===== src/rtl/sbt_pkg.sv =====
package sbt_pkg;

	localparam int CNT_W = 5;

	localparam logic [1:0] OP_SUBSCRIBE = 2'd0;
	localparam logic [1:0] OP_TICK      = 2'd1;
	localparam logic [1:0] OP_LIST      = 2'd2;
	localparam logic [1:0] OP_NONE      = 2'd3;

	localparam logic [2:0] ST_REFRESHED  = 3'd0;
	localparam logic [2:0] ST_ADDED      = 3'd1;
	localparam logic [2:0] ST_FULL       = 3'd2;
	localparam logic [2:0] ST_TICK_DONE  = 3'd3;
	localparam logic [2:0] ST_LIST_ENTRY = 3'd4;
	localparam logic [2:0] ST_LIST_EMPTY = 3'd5;

	localparam logic [7:0] DEFAULT_TIMEOUT = 8'd40;
	localparam logic [7:0] AGE_MAX         = 8'hFF;

	typedef struct packed {
		logic [1:0]  opcode;
		logic [31:0] client_ip;
		logic [15:0] client_port;
		logic [31:0] client_tag;
	} request_t;

	typedef struct packed {
		logic [2:0]       status;
		logic [31:0]      entry_ip;
		logic [15:0]      entry_port;
		logic [31:0]      entry_tag;
		logic [CNT_W-1:0] removed_count;
		logic [CNT_W-1:0] active_count;
		logic             last;
	} result_t;

	typedef struct packed {
		logic [31:0] ip;
		logic [15:0] port;
		logic [31:0] tag;
		logic [7:0]  age;
	} entry_t;

endpackage


===== src/rtl/subscriber_table_with_aging.sv =====
// Subscriber table with aging.
// Request channel: a request (opcode, client_ip, client_port, client_tag) is
// taken at a rising edge with start high and busy low. Busy rises the next
// cycle and stays high while the request is worked on. Opcode 3 is taken and
// ignored: no result, busy stays low.
// Result channel: each result appears on result for one cycle with valid
// high; the receiver cannot stall, so results are never held back. A list
// request gives one result per entry in subscription order, others give one
// result; result.last marks the final one.
// Timing: one table entry is read per cycle from a table memory with one write
// and one registered read port; compare and age update share one evaluation
// stage. A subscribe that matches an entry ends the scan at that entry.
// A subscribe or tick result follows in the cycle after busy falls. List
// entries come one per cycle in subscription order; the last one is out in the
// first cycle with busy low.
// Configuration: cfg_we writes cfg_data into the timeout limit; write it only
// while idle. Reset clears the entry count and sets the timeout limit to 40;
// table contents are not cleared.
module subscriber_table_with_aging #(
	parameter int MAX_CLIENTS = 16
) (
	input  logic              clk,
	input  logic              arst_n,
	input  logic              start,
	input  sbt_pkg::request_t request,
	output logic              busy,
	output logic              valid,
	output sbt_pkg::result_t  result,
	input  logic              cfg_we,
	input  logic [7:0]        cfg_data
);

	logic [7:0]       timeout_q;
	logic             res_valid;
	sbt_pkg::result_t res;
	logic             valid_q;
	sbt_pkg::result_t result_q;

	always_ff @(posedge clk or negedge arst_n) begin
		if (!arst_n) begin
			timeout_q <= sbt_pkg::DEFAULT_TIMEOUT;
			valid_q   <= 1'b0;
		end else begin
			valid_q <= res_valid;
			if (cfg_we) begin
				timeout_q <= cfg_data;
			end
		end
	end

	always_ff @(posedge clk) begin
		if (res_valid) begin
			result_q <= res;
		end
	end

	sbt_ctrl #(
		.MAX_CLIENTS(MAX_CLIENTS)
	) u_ctrl (
		.clk          (clk),
		.arst_n       (arst_n),
		.start        (start),
		.request      (request),
		.timeout_limit(timeout_q),
		.busy         (busy),
		.res_valid    (res_valid),
		.res          (res)
	);

	assign valid  = valid_q;
	assign result = result_q;

endmodule


===== src/rtl/sbt_ram.sv =====
module sbt_ram #(
	parameter int WIDTH = 88,
	parameter int DEPTH = 16
) (
	input  logic                                  clk,
	input  logic                                  we,
	input  logic [(DEPTH > 1 ? $clog2(DEPTH) : 1)-1:0] waddr,
	input  logic [WIDTH-1:0]                      wdata,
	input  logic                                  re,
	input  logic [(DEPTH > 1 ? $clog2(DEPTH) : 1)-1:0] raddr,
	output logic [WIDTH-1:0]                      rdata
);

	logic [WIDTH-1:0] mem_q [DEPTH];

	always_ff @(posedge clk) begin
		if (we) begin
			mem_q[waddr] <= wdata;
		end
		if (re) begin
			rdata <= mem_q[raddr];
		end
	end

endmodule


===== src/rtl/sbt_ctrl.sv =====
module sbt_ctrl #(
	parameter int MAX_CLIENTS = 16
) (
	input  logic               clk,
	input  logic               arst_n,
	input  logic               start,
	input  sbt_pkg::request_t  request,
	input  logic [7:0]         timeout_limit,
	output logic               busy,
	output logic               res_valid,
	output sbt_pkg::result_t   res
);

	localparam int IW = (MAX_CLIENTS > 1) ? $clog2(MAX_CLIENTS) : 1;
	localparam int CW = $clog2(MAX_CLIENTS + 1);
	localparam logic [CW-1:0] CNT_MAX = CW'(MAX_CLIENTS);

	localparam logic S_IDLE = 1'b0;
	localparam logic S_SCAN = 1'b1;

	logic              state_q;
	logic [CW-1:0]     cnt_q;
	logic [CW-1:0]     rd_idx_q;
	logic [CW-1:0]     kept_q;
	logic [CW-1:0]     removed_q;
	sbt_pkg::request_t req_q;
	logic              ev_s1;
	logic [IW-1:0]     ev_idx_s1;
	logic              res_valid_q;
	sbt_pkg::result_t  res_q;

	sbt_pkg::entry_t   rdata;
	sbt_pkg::entry_t   wdata;
	logic              ram_we;
	logic [IW-1:0]     waddr;
	logic              issue;
	logic              scan_end;
	logic              match;
	logic              expire;
	logic [7:0]        age_inc;
	logic              is_last;

	function automatic sbt_pkg::result_t mk_result(
		input logic [2:0]    status,
		input logic [CW-1:0] removed,
		input logic [CW-1:0] active
	);
		sbt_pkg::result_t r;
		r = '0;
		r.status        = status;
		r.removed_count = sbt_pkg::CNT_W'(removed);
		r.active_count  = sbt_pkg::CNT_W'(active);
		r.last          = 1'b1;
		return r;
	endfunction

	assign busy      = (state_q == S_SCAN);
	assign res_valid = res_valid_q;
	assign res       = res_q;

	assign issue    = (state_q == S_SCAN) && (rd_idx_q < cnt_q);
	assign scan_end = (state_q == S_SCAN) && !ev_s1 && (rd_idx_q == cnt_q);
	assign match    = (rdata.ip == req_q.client_ip) && (rdata.port == req_q.client_port);
	assign age_inc  = (rdata.age == sbt_pkg::AGE_MAX) ? sbt_pkg::AGE_MAX : rdata.age + 8'd1;
	assign expire   = (age_inc >= timeout_limit);
	assign is_last  = ((CW'(ev_idx_s1) + CW'(1)) == cnt_q);

	always_comb begin
		ram_we = 1'b0;
		waddr  = ev_idx_s1;
		wdata  = rdata;
		if (ev_s1 && req_q.opcode == sbt_pkg::OP_SUBSCRIBE && match) begin
			ram_we    = 1'b1;
			wdata.age = '0;
		end else if (ev_s1 && req_q.opcode == sbt_pkg::OP_TICK && !expire) begin
			ram_we    = 1'b1;
			waddr     = kept_q[IW-1:0];
			wdata.age = age_inc;
		end else if (scan_end && req_q.opcode == sbt_pkg::OP_SUBSCRIBE && cnt_q < CNT_MAX) begin
			ram_we     = 1'b1;
			waddr      = cnt_q[IW-1:0];
			wdata.ip   = req_q.client_ip;
			wdata.port = req_q.client_port;
			wdata.tag  = req_q.client_tag;
			wdata.age  = '0;
		end
	end

	sbt_ram #(
		.WIDTH($bits(sbt_pkg::entry_t)),
		.DEPTH(MAX_CLIENTS)
	) u_ram (
		.clk  (clk),
		.we   (ram_we),
		.waddr(waddr),
		.wdata(wdata),
		.re   (issue),
		.raddr(rd_idx_q[IW-1:0]),
		.rdata(rdata)
	);

	always_ff @(posedge clk or negedge arst_n) begin
		if (!arst_n) begin
			state_q     <= S_IDLE;
			cnt_q       <= '0;
			rd_idx_q    <= '0;
			kept_q      <= '0;
			removed_q   <= '0;
			ev_s1       <= 1'b0;
			res_valid_q <= 1'b0;
		end else begin
			res_valid_q <= 1'b0;
			unique case (state_q)
				S_IDLE: begin
					ev_s1 <= 1'b0;
					if (start && request.opcode != sbt_pkg::OP_NONE) begin
						req_q     <= request;
						rd_idx_q  <= '0;
						kept_q    <= '0;
						removed_q <= '0;
						state_q   <= S_SCAN;
					end
				end
				S_SCAN: begin
					ev_s1     <= issue;
					ev_idx_s1 <= rd_idx_q[IW-1:0];
					if (issue) begin
						rd_idx_q <= rd_idx_q + CW'(1);
					end
					if (ev_s1) begin
						unique case (req_q.opcode)
							sbt_pkg::OP_SUBSCRIBE: begin
								if (match) begin
									res_valid_q <= 1'b1;
									res_q       <= mk_result(sbt_pkg::ST_REFRESHED, '0, cnt_q);
									ev_s1       <= 1'b0;
									state_q     <= S_IDLE;
								end
							end
							sbt_pkg::OP_TICK: begin
								if (expire) begin
									removed_q <= removed_q + CW'(1);
								end else begin
									kept_q <= kept_q + CW'(1);
								end
							end
							sbt_pkg::OP_LIST: begin
								res_valid_q      <= 1'b1;
								res_q            <= mk_result(sbt_pkg::ST_LIST_ENTRY, '0, cnt_q);
								res_q.entry_ip   <= rdata.ip;
								res_q.entry_port <= rdata.port;
								res_q.entry_tag  <= rdata.tag;
								res_q.last       <= is_last;
							end
							default: begin
							end
						endcase
					end
					if (scan_end) begin
						state_q <= S_IDLE;
						unique case (req_q.opcode)
							sbt_pkg::OP_SUBSCRIBE: begin
								res_valid_q <= 1'b1;
								if (cnt_q < CNT_MAX) begin
									cnt_q <= cnt_q + CW'(1);
									res_q <= mk_result(sbt_pkg::ST_ADDED, '0, cnt_q + CW'(1));
								end else begin
									res_q <= mk_result(sbt_pkg::ST_FULL, '0, cnt_q);
								end
							end
							sbt_pkg::OP_TICK: begin
								cnt_q       <= kept_q;
								res_valid_q <= 1'b1;
								res_q       <= mk_result(sbt_pkg::ST_TICK_DONE, removed_q, kept_q);
							end
							sbt_pkg::OP_LIST: begin
								if (cnt_q == '0) begin
									res_valid_q <= 1'b1;
									res_q       <= mk_result(sbt_pkg::ST_LIST_EMPTY, '0, cnt_q);
								end
							end
							default: begin
							end
						endcase
					end
				end
				default: begin
					state_q <= S_IDLE;
				end
			endcase
		end
	end

	a_cnt_bound: assert property (@(posedge clk) disable iff (!arst_n)
		cnt_q <= CNT_MAX)
		else $error("entry count above table size");

	a_eval_in_range: assert property (@(posedge clk) disable iff (!arst_n)
		ev_s1 |-> (CW'(ev_idx_s1) < cnt_q))
		else $error("evaluated entry beyond entry count");

	a_compact_behind: assert property (@(posedge clk) disable iff (!arst_n)
		(ev_s1 && req_q.opcode == sbt_pkg::OP_TICK) |-> (kept_q <= CW'(ev_idx_s1)))
		else $error("compaction write ahead of scan");

	a_no_rw_clash: assert property (@(posedge clk) disable iff (!arst_n)
		(ram_we && issue) |-> (waddr != rd_idx_q[IW-1:0]))
		else $error("write and read of same entry in one cycle");

	a_start_busy: assert property (@(posedge clk) disable iff (!arst_n)
		(start && !busy && request.opcode != sbt_pkg::OP_NONE) |=> busy)
		else $error("request accepted without going busy");

endmodule

===== config.mk =====
export PLATFORM = sky130hd
export DESIGN_NAME = subscriber_table_with_aging
export DESIGN_NICKNAME = d
export VERILOG_FILES = /design/src/rtl/sbt_pkg.sv /design/src/rtl/subscriber_table_with_aging.sv /design/src/rtl/sbt_ram.sv /design/src/rtl/sbt_ctrl.sv
export SDC_FILE = /design/constraint.sdc
export NUM_CORES = 1
export LEC_CHECK = 0
export BUFFER_PORTS_ARGS = -buffer_cell sky130_fd_sc_hd__buf_4
export CAP_MARGIN = 20
export CORE_ASPECT_RATIO = 0.75
export CORE_MARGIN = 1
export CORE_UTILIZATION = 45
export CTS_CLUSTER_DIAMETER = 150
export DETAILED_ROUTE_END_ITERATION = 7
export PLACE_DENSITY = 0.59
export SYNTH_ARGS = -nofsm -noshare
export SYNTH_HDL_FRONTEND = slang
export SYNTH_SLANG_ARGS = --single-unit

===== constraint.sdc =====
create_clock -name clk -period 9 [get_ports clk]
set_input_delay 0.9 -clock clk [delete_from_list [all_inputs] [get_ports clk]]
set_output_delay 0.9 -clock clk [all_outputs]
set_load 0.05 [all_outputs]

==> impl_metrics.json <==
{
  "async_reset_ff_frac": 0.01776,
  "internal_power_uw": 17920,
  "cts_sinks": 1802,
  "cpPeakStageDelay_ps": 1010,
  "syn_avg_cell_area_um2": 22.67,
  "portBuffers": 189,
  "grt_pass1_wl_um": 240000,
  "synth_flop_cell": "edfxtp_1",
  "ys_ff_latch": 1802,
  "hold_class": "input port to asynchronous set/reset pin",
  "critical_path.top_delay_family": "buffers and inverters",
  "setup_viol": 0,
  "crit_path_top_delay_cell": "dfrtp_4",
  "initial_utilization": 0.4554,
  "drcViolationCount": 0,
  "grt_usage": 0.2199,
  "maxSlewViolCount": 0,
  "die_area_um2": 154100,
  "via_per_inst": 5.928,
  "hold_viol": 0,
  "timing.final.crit_period_ps": 5711,
  "rsz0062_at_grt": "false",
  "yosysUniqueCellTypes": 58,
  "post_cts_resized": 0,
  "postCtsHoldBufs": 0,
  "clkTransAtPathRegs_ps": 60,
  "leakage_uw": 0.02484,
  "cts_setup_buffers": 0,
  "max_freq_mhz": 175.1,
  "max_slew_margin": 0.2543,
  "detail_route.wl_per_cell_um": 30.94,
  "vias": 32203,
  "gp_congestion": 0.8546,
  "syn_to_final_growth_pct": 13.65,
  "fillCellCount": 11557,
  "cts_buffers": 169,
  "drtPass1Iterations": 6,
  "nets": 3415,
  "ioPinCount": 190,
  "worstPathArrival_ps": 6110,
  "multi_input_area_um2": 14130,
  "rows": 123,
  "status": "complete, no violations",
  "clock_path_buffers": 3,
  "power_frac_seq": 0.465,
  "routed_wl_um": 168100,
  "tns_ps": 0,
  "layout_worst_path_cycle_share": 0.6345,
  "regArea_um2": 53970,
  "combPwrFrac": 0.263,
  "coreArea_um2": 150700,
  "cts_tree": "done",
  "drive_above_1_share": 0.2921,
  "die_y_um": 340.2,
  "drt-initial-drc-count": 3756,
  "path_max_fanout": 55,
  "ctsRootBufferMaster": "clkbuf_16",
  "ir_worst_vdd_mv": 0.2872,
  "cp-start-kind": "flip-flop",
  "yosysSeqAreaShare": 0.7864,
  "placed_cells": 5127,
  "path_cells": "inv_1 > ha_1 > nand4b_1 > nor3_2 > nand2_2 > buf_4 > o21a_4 > o21a_1 > or3_4 > nor2_4 > buf_4 > buf_4",
  "cp.required_ps": 9400,
  "critPathKind": "flip-flop to flip-flop",
  "p_per_area_nw_per_um2": 330.0,
  "synthesis.area_um2": 68610,
  "clkPwrFrac": 0.272,
  "netlist_instances": 3026,
  "ant_nets": 0,
  "p_sw_uw": 7814,
  "final_cells": 5432,
  "grt_max_degree": 102,
  "critPathCaptureType": "flip-flop",
  "max_cap_viol_count": 0,
  "synth_fp_nets": 3141,
  "die_x_um": 452.9,
  "worst_pin_slew_ps": 1119,
  "mostFrequentLayoutCell": "edfxtp_1",
  "grt_pass1_vias": 33292,
  "grt_overflow": 0,
  "path_common_cell": "buf_4",
  "critPathBufInv": 4,
  "htreeDepth": 4,
  "yosysWarnings": 0,
  "synth_edf_count": 1770,
  "antenna_found_initial": 6,
  "clock_skew_ps": 32.98,
  "dp_hpwl_um": 93920,
  "swShare": 0.3036,
  "final_cell_mix": "edfxtp_1, mux4_2, buf_4",
  "clkLatencyLatePin_ps": 810
}
## power by group through the flow
stage | combinational (uW) | sequential, uW | clock, uW
after global routing | 7240 | 12000 | 7420
after floorplan | 4460 | 12100 | 0
final | 6770 | 12000 | 7000
after CTS | 6870 | 12000 | 7140
after detailed placement | 6850 | 12100 | 0
after global placement | 6690 | 12100 | 0
## sequential cells by signal (all words and copies together), names as in the netlist, 5 cells and up
register and cells:
u_ctrl.req_q 82, result 94, u_ctrl.kept_q 5, timeout_q 8, u_ctrl.rd_idx_q 5, u_ctrl.u_ram.rdata 88, u_ctrl.removed_q 5, u_ctrl.u_ram.mem_q 1408
u_ctrl.res 94, u_ctrl.cnt_q 5
## synthesized netlist by cell type, types with 2 or more instances
cell type,number,area share
dfrtp_1,30,0.011
o221ai_1,2,0.00026
a22o_1,85,0.011
mux4_2,440,0.14
a2bb2oi_1,2,0.00026
a22oi_1,3,0.00033
a211o_1,2,0.00026
mux2_2,33,0.0054
or2_1,2,0.00018
ha_1,21,0.0038
o21ai_0,26,0.0019
nor3b_1,2,0.00022
buf_2,49,0.0036
and2_1,6,0.00055
xnor2_1,55,0.0070
xor2_1,12,0.0015
dfstp_2,2,0.00077
and4_1,2,0.00026
nand3_1,16,0.0012
nand3b_1,3,0.00033
nand2_1,193,0.011
a31oi_1,2,0.00018
nor2b_1,4,0.00036
edfxtp_1,1770,0.77
mux2i_1,9,0.0013
nand4_1,32,0.0029
a21oi_1,13,0.00095
or3_1,2,0.00018
nor4_1,4,0.00036
buf_1,10,0.00055
nor2_1,50,0.0027
nor3_1,3,0.00022
inv_1,19,0.0010
o221a_2,2,0.00033
or3_4,2,0.00033
clkbuf_1,85,0.0047
a22o_2,6,0.00088
nand2b_1,5,0.00046
o22ai_1,3,0.00027
## worst paths after layout
path	start	cells past startpoint	end	slack [ps]
worst max-delay path	u_ctrl.rd_idx_q[0]	12	u_ctrl.u_ram.mem_q[7][18]	3290
worst min-delay path	arst_n	1	u_ctrl.res_valid	140
worst max register to register	u_ctrl.rd_idx_q[0]	12	u_ctrl.u_ram.mem_q[7][18]	3290
worst min register to register	u_ctrl.res[70]	0	result[70]	450
max in group asynchronous	arst_n	1	u_ctrl.rd_idx_q[0]	8340
min in group clk	request[19]	1	u_ctrl.req_q[19]	270
## cell families (layout without fill, tap and decap cells)
| kind of cell | count (synthesis) | after routing | synth area share |
|---|---|---|---|
| mux | 482 | 482 | 0.1512 |
| compound gates | 159 | 159 | 0.01860 |
| fa+ha+maj | 21 | 21 | 0.003830 |
| flops | 1802 | 1802 | 0.7864 |
| xor+xnor | 67 | 67 | 0.008553 |
| buf+inv | 164 | 568 | 0.009975 |
| simple gates | 331 | 331 | 0.02150 |
| other cells | 0 | 2 | 0 |
## metal layers
| layer | up-vias | track usage | wire (um) |
|---|---|---|---|
| li1 | 13271 | - | - |
| met1 | 17372 | 0.3141 | 71450 |
| met2 | 1304 | 0.3420 | 79530 |
| met3 | 254 | 0.04524 | 12560 |
| met4 | 2 | 0.06914 | 4501 |
| met5 | - | 0 | 7 |
## worst register-to-register path: stages (launching register included)
cell      delay (ps)
dfrtp_4         1010
inv_1            170
ha_1             310
nand4b_1         150
nor3_2           380
nand2_2           70
buf_4            400
o21a_4           310
o21a_1           310
or3_4            540
nor2_4            90
buf_4            550
buf_4            900
## cell type report
cell class,instances,share of cell area
Clock inverter,82,0.009483
Sequential cell,1802,0.6922
Antenna cell,2,0.00006418
Multi-Input combinational cell,1060,0.1812
Tap cell,2000,0.03209
Clock buffer,219,0.05921
Timing Repair Buffer,248,0.02492
Inverter,19,0.0009146
## through the flow
| step | util | power, uW | setup slack (ps) | hold slack, ps | area (um2) |
|---|---|---|---|---|---|
| after floorplan | - | 16540 | 1852 | 425.7 | 68610 |
| after global placement | 0.4817 | 18810 | 3178 | 445.0 | 72570 |
| after detailed placement | 0.4818 | 18990 | 3370 | 441.5 | 72590 |
| after CTS | 0.5174 | 25980 | 3331 | 113.3 | 77950 |
| after global routing | 0.5175 | 26700 | 3034 | 149.8 | 77970 |
| final | 0.5176 | 25730 | 3289 | 140.5 | 77980 |
No activity file was read; power rests on OpenSTA's default activity.
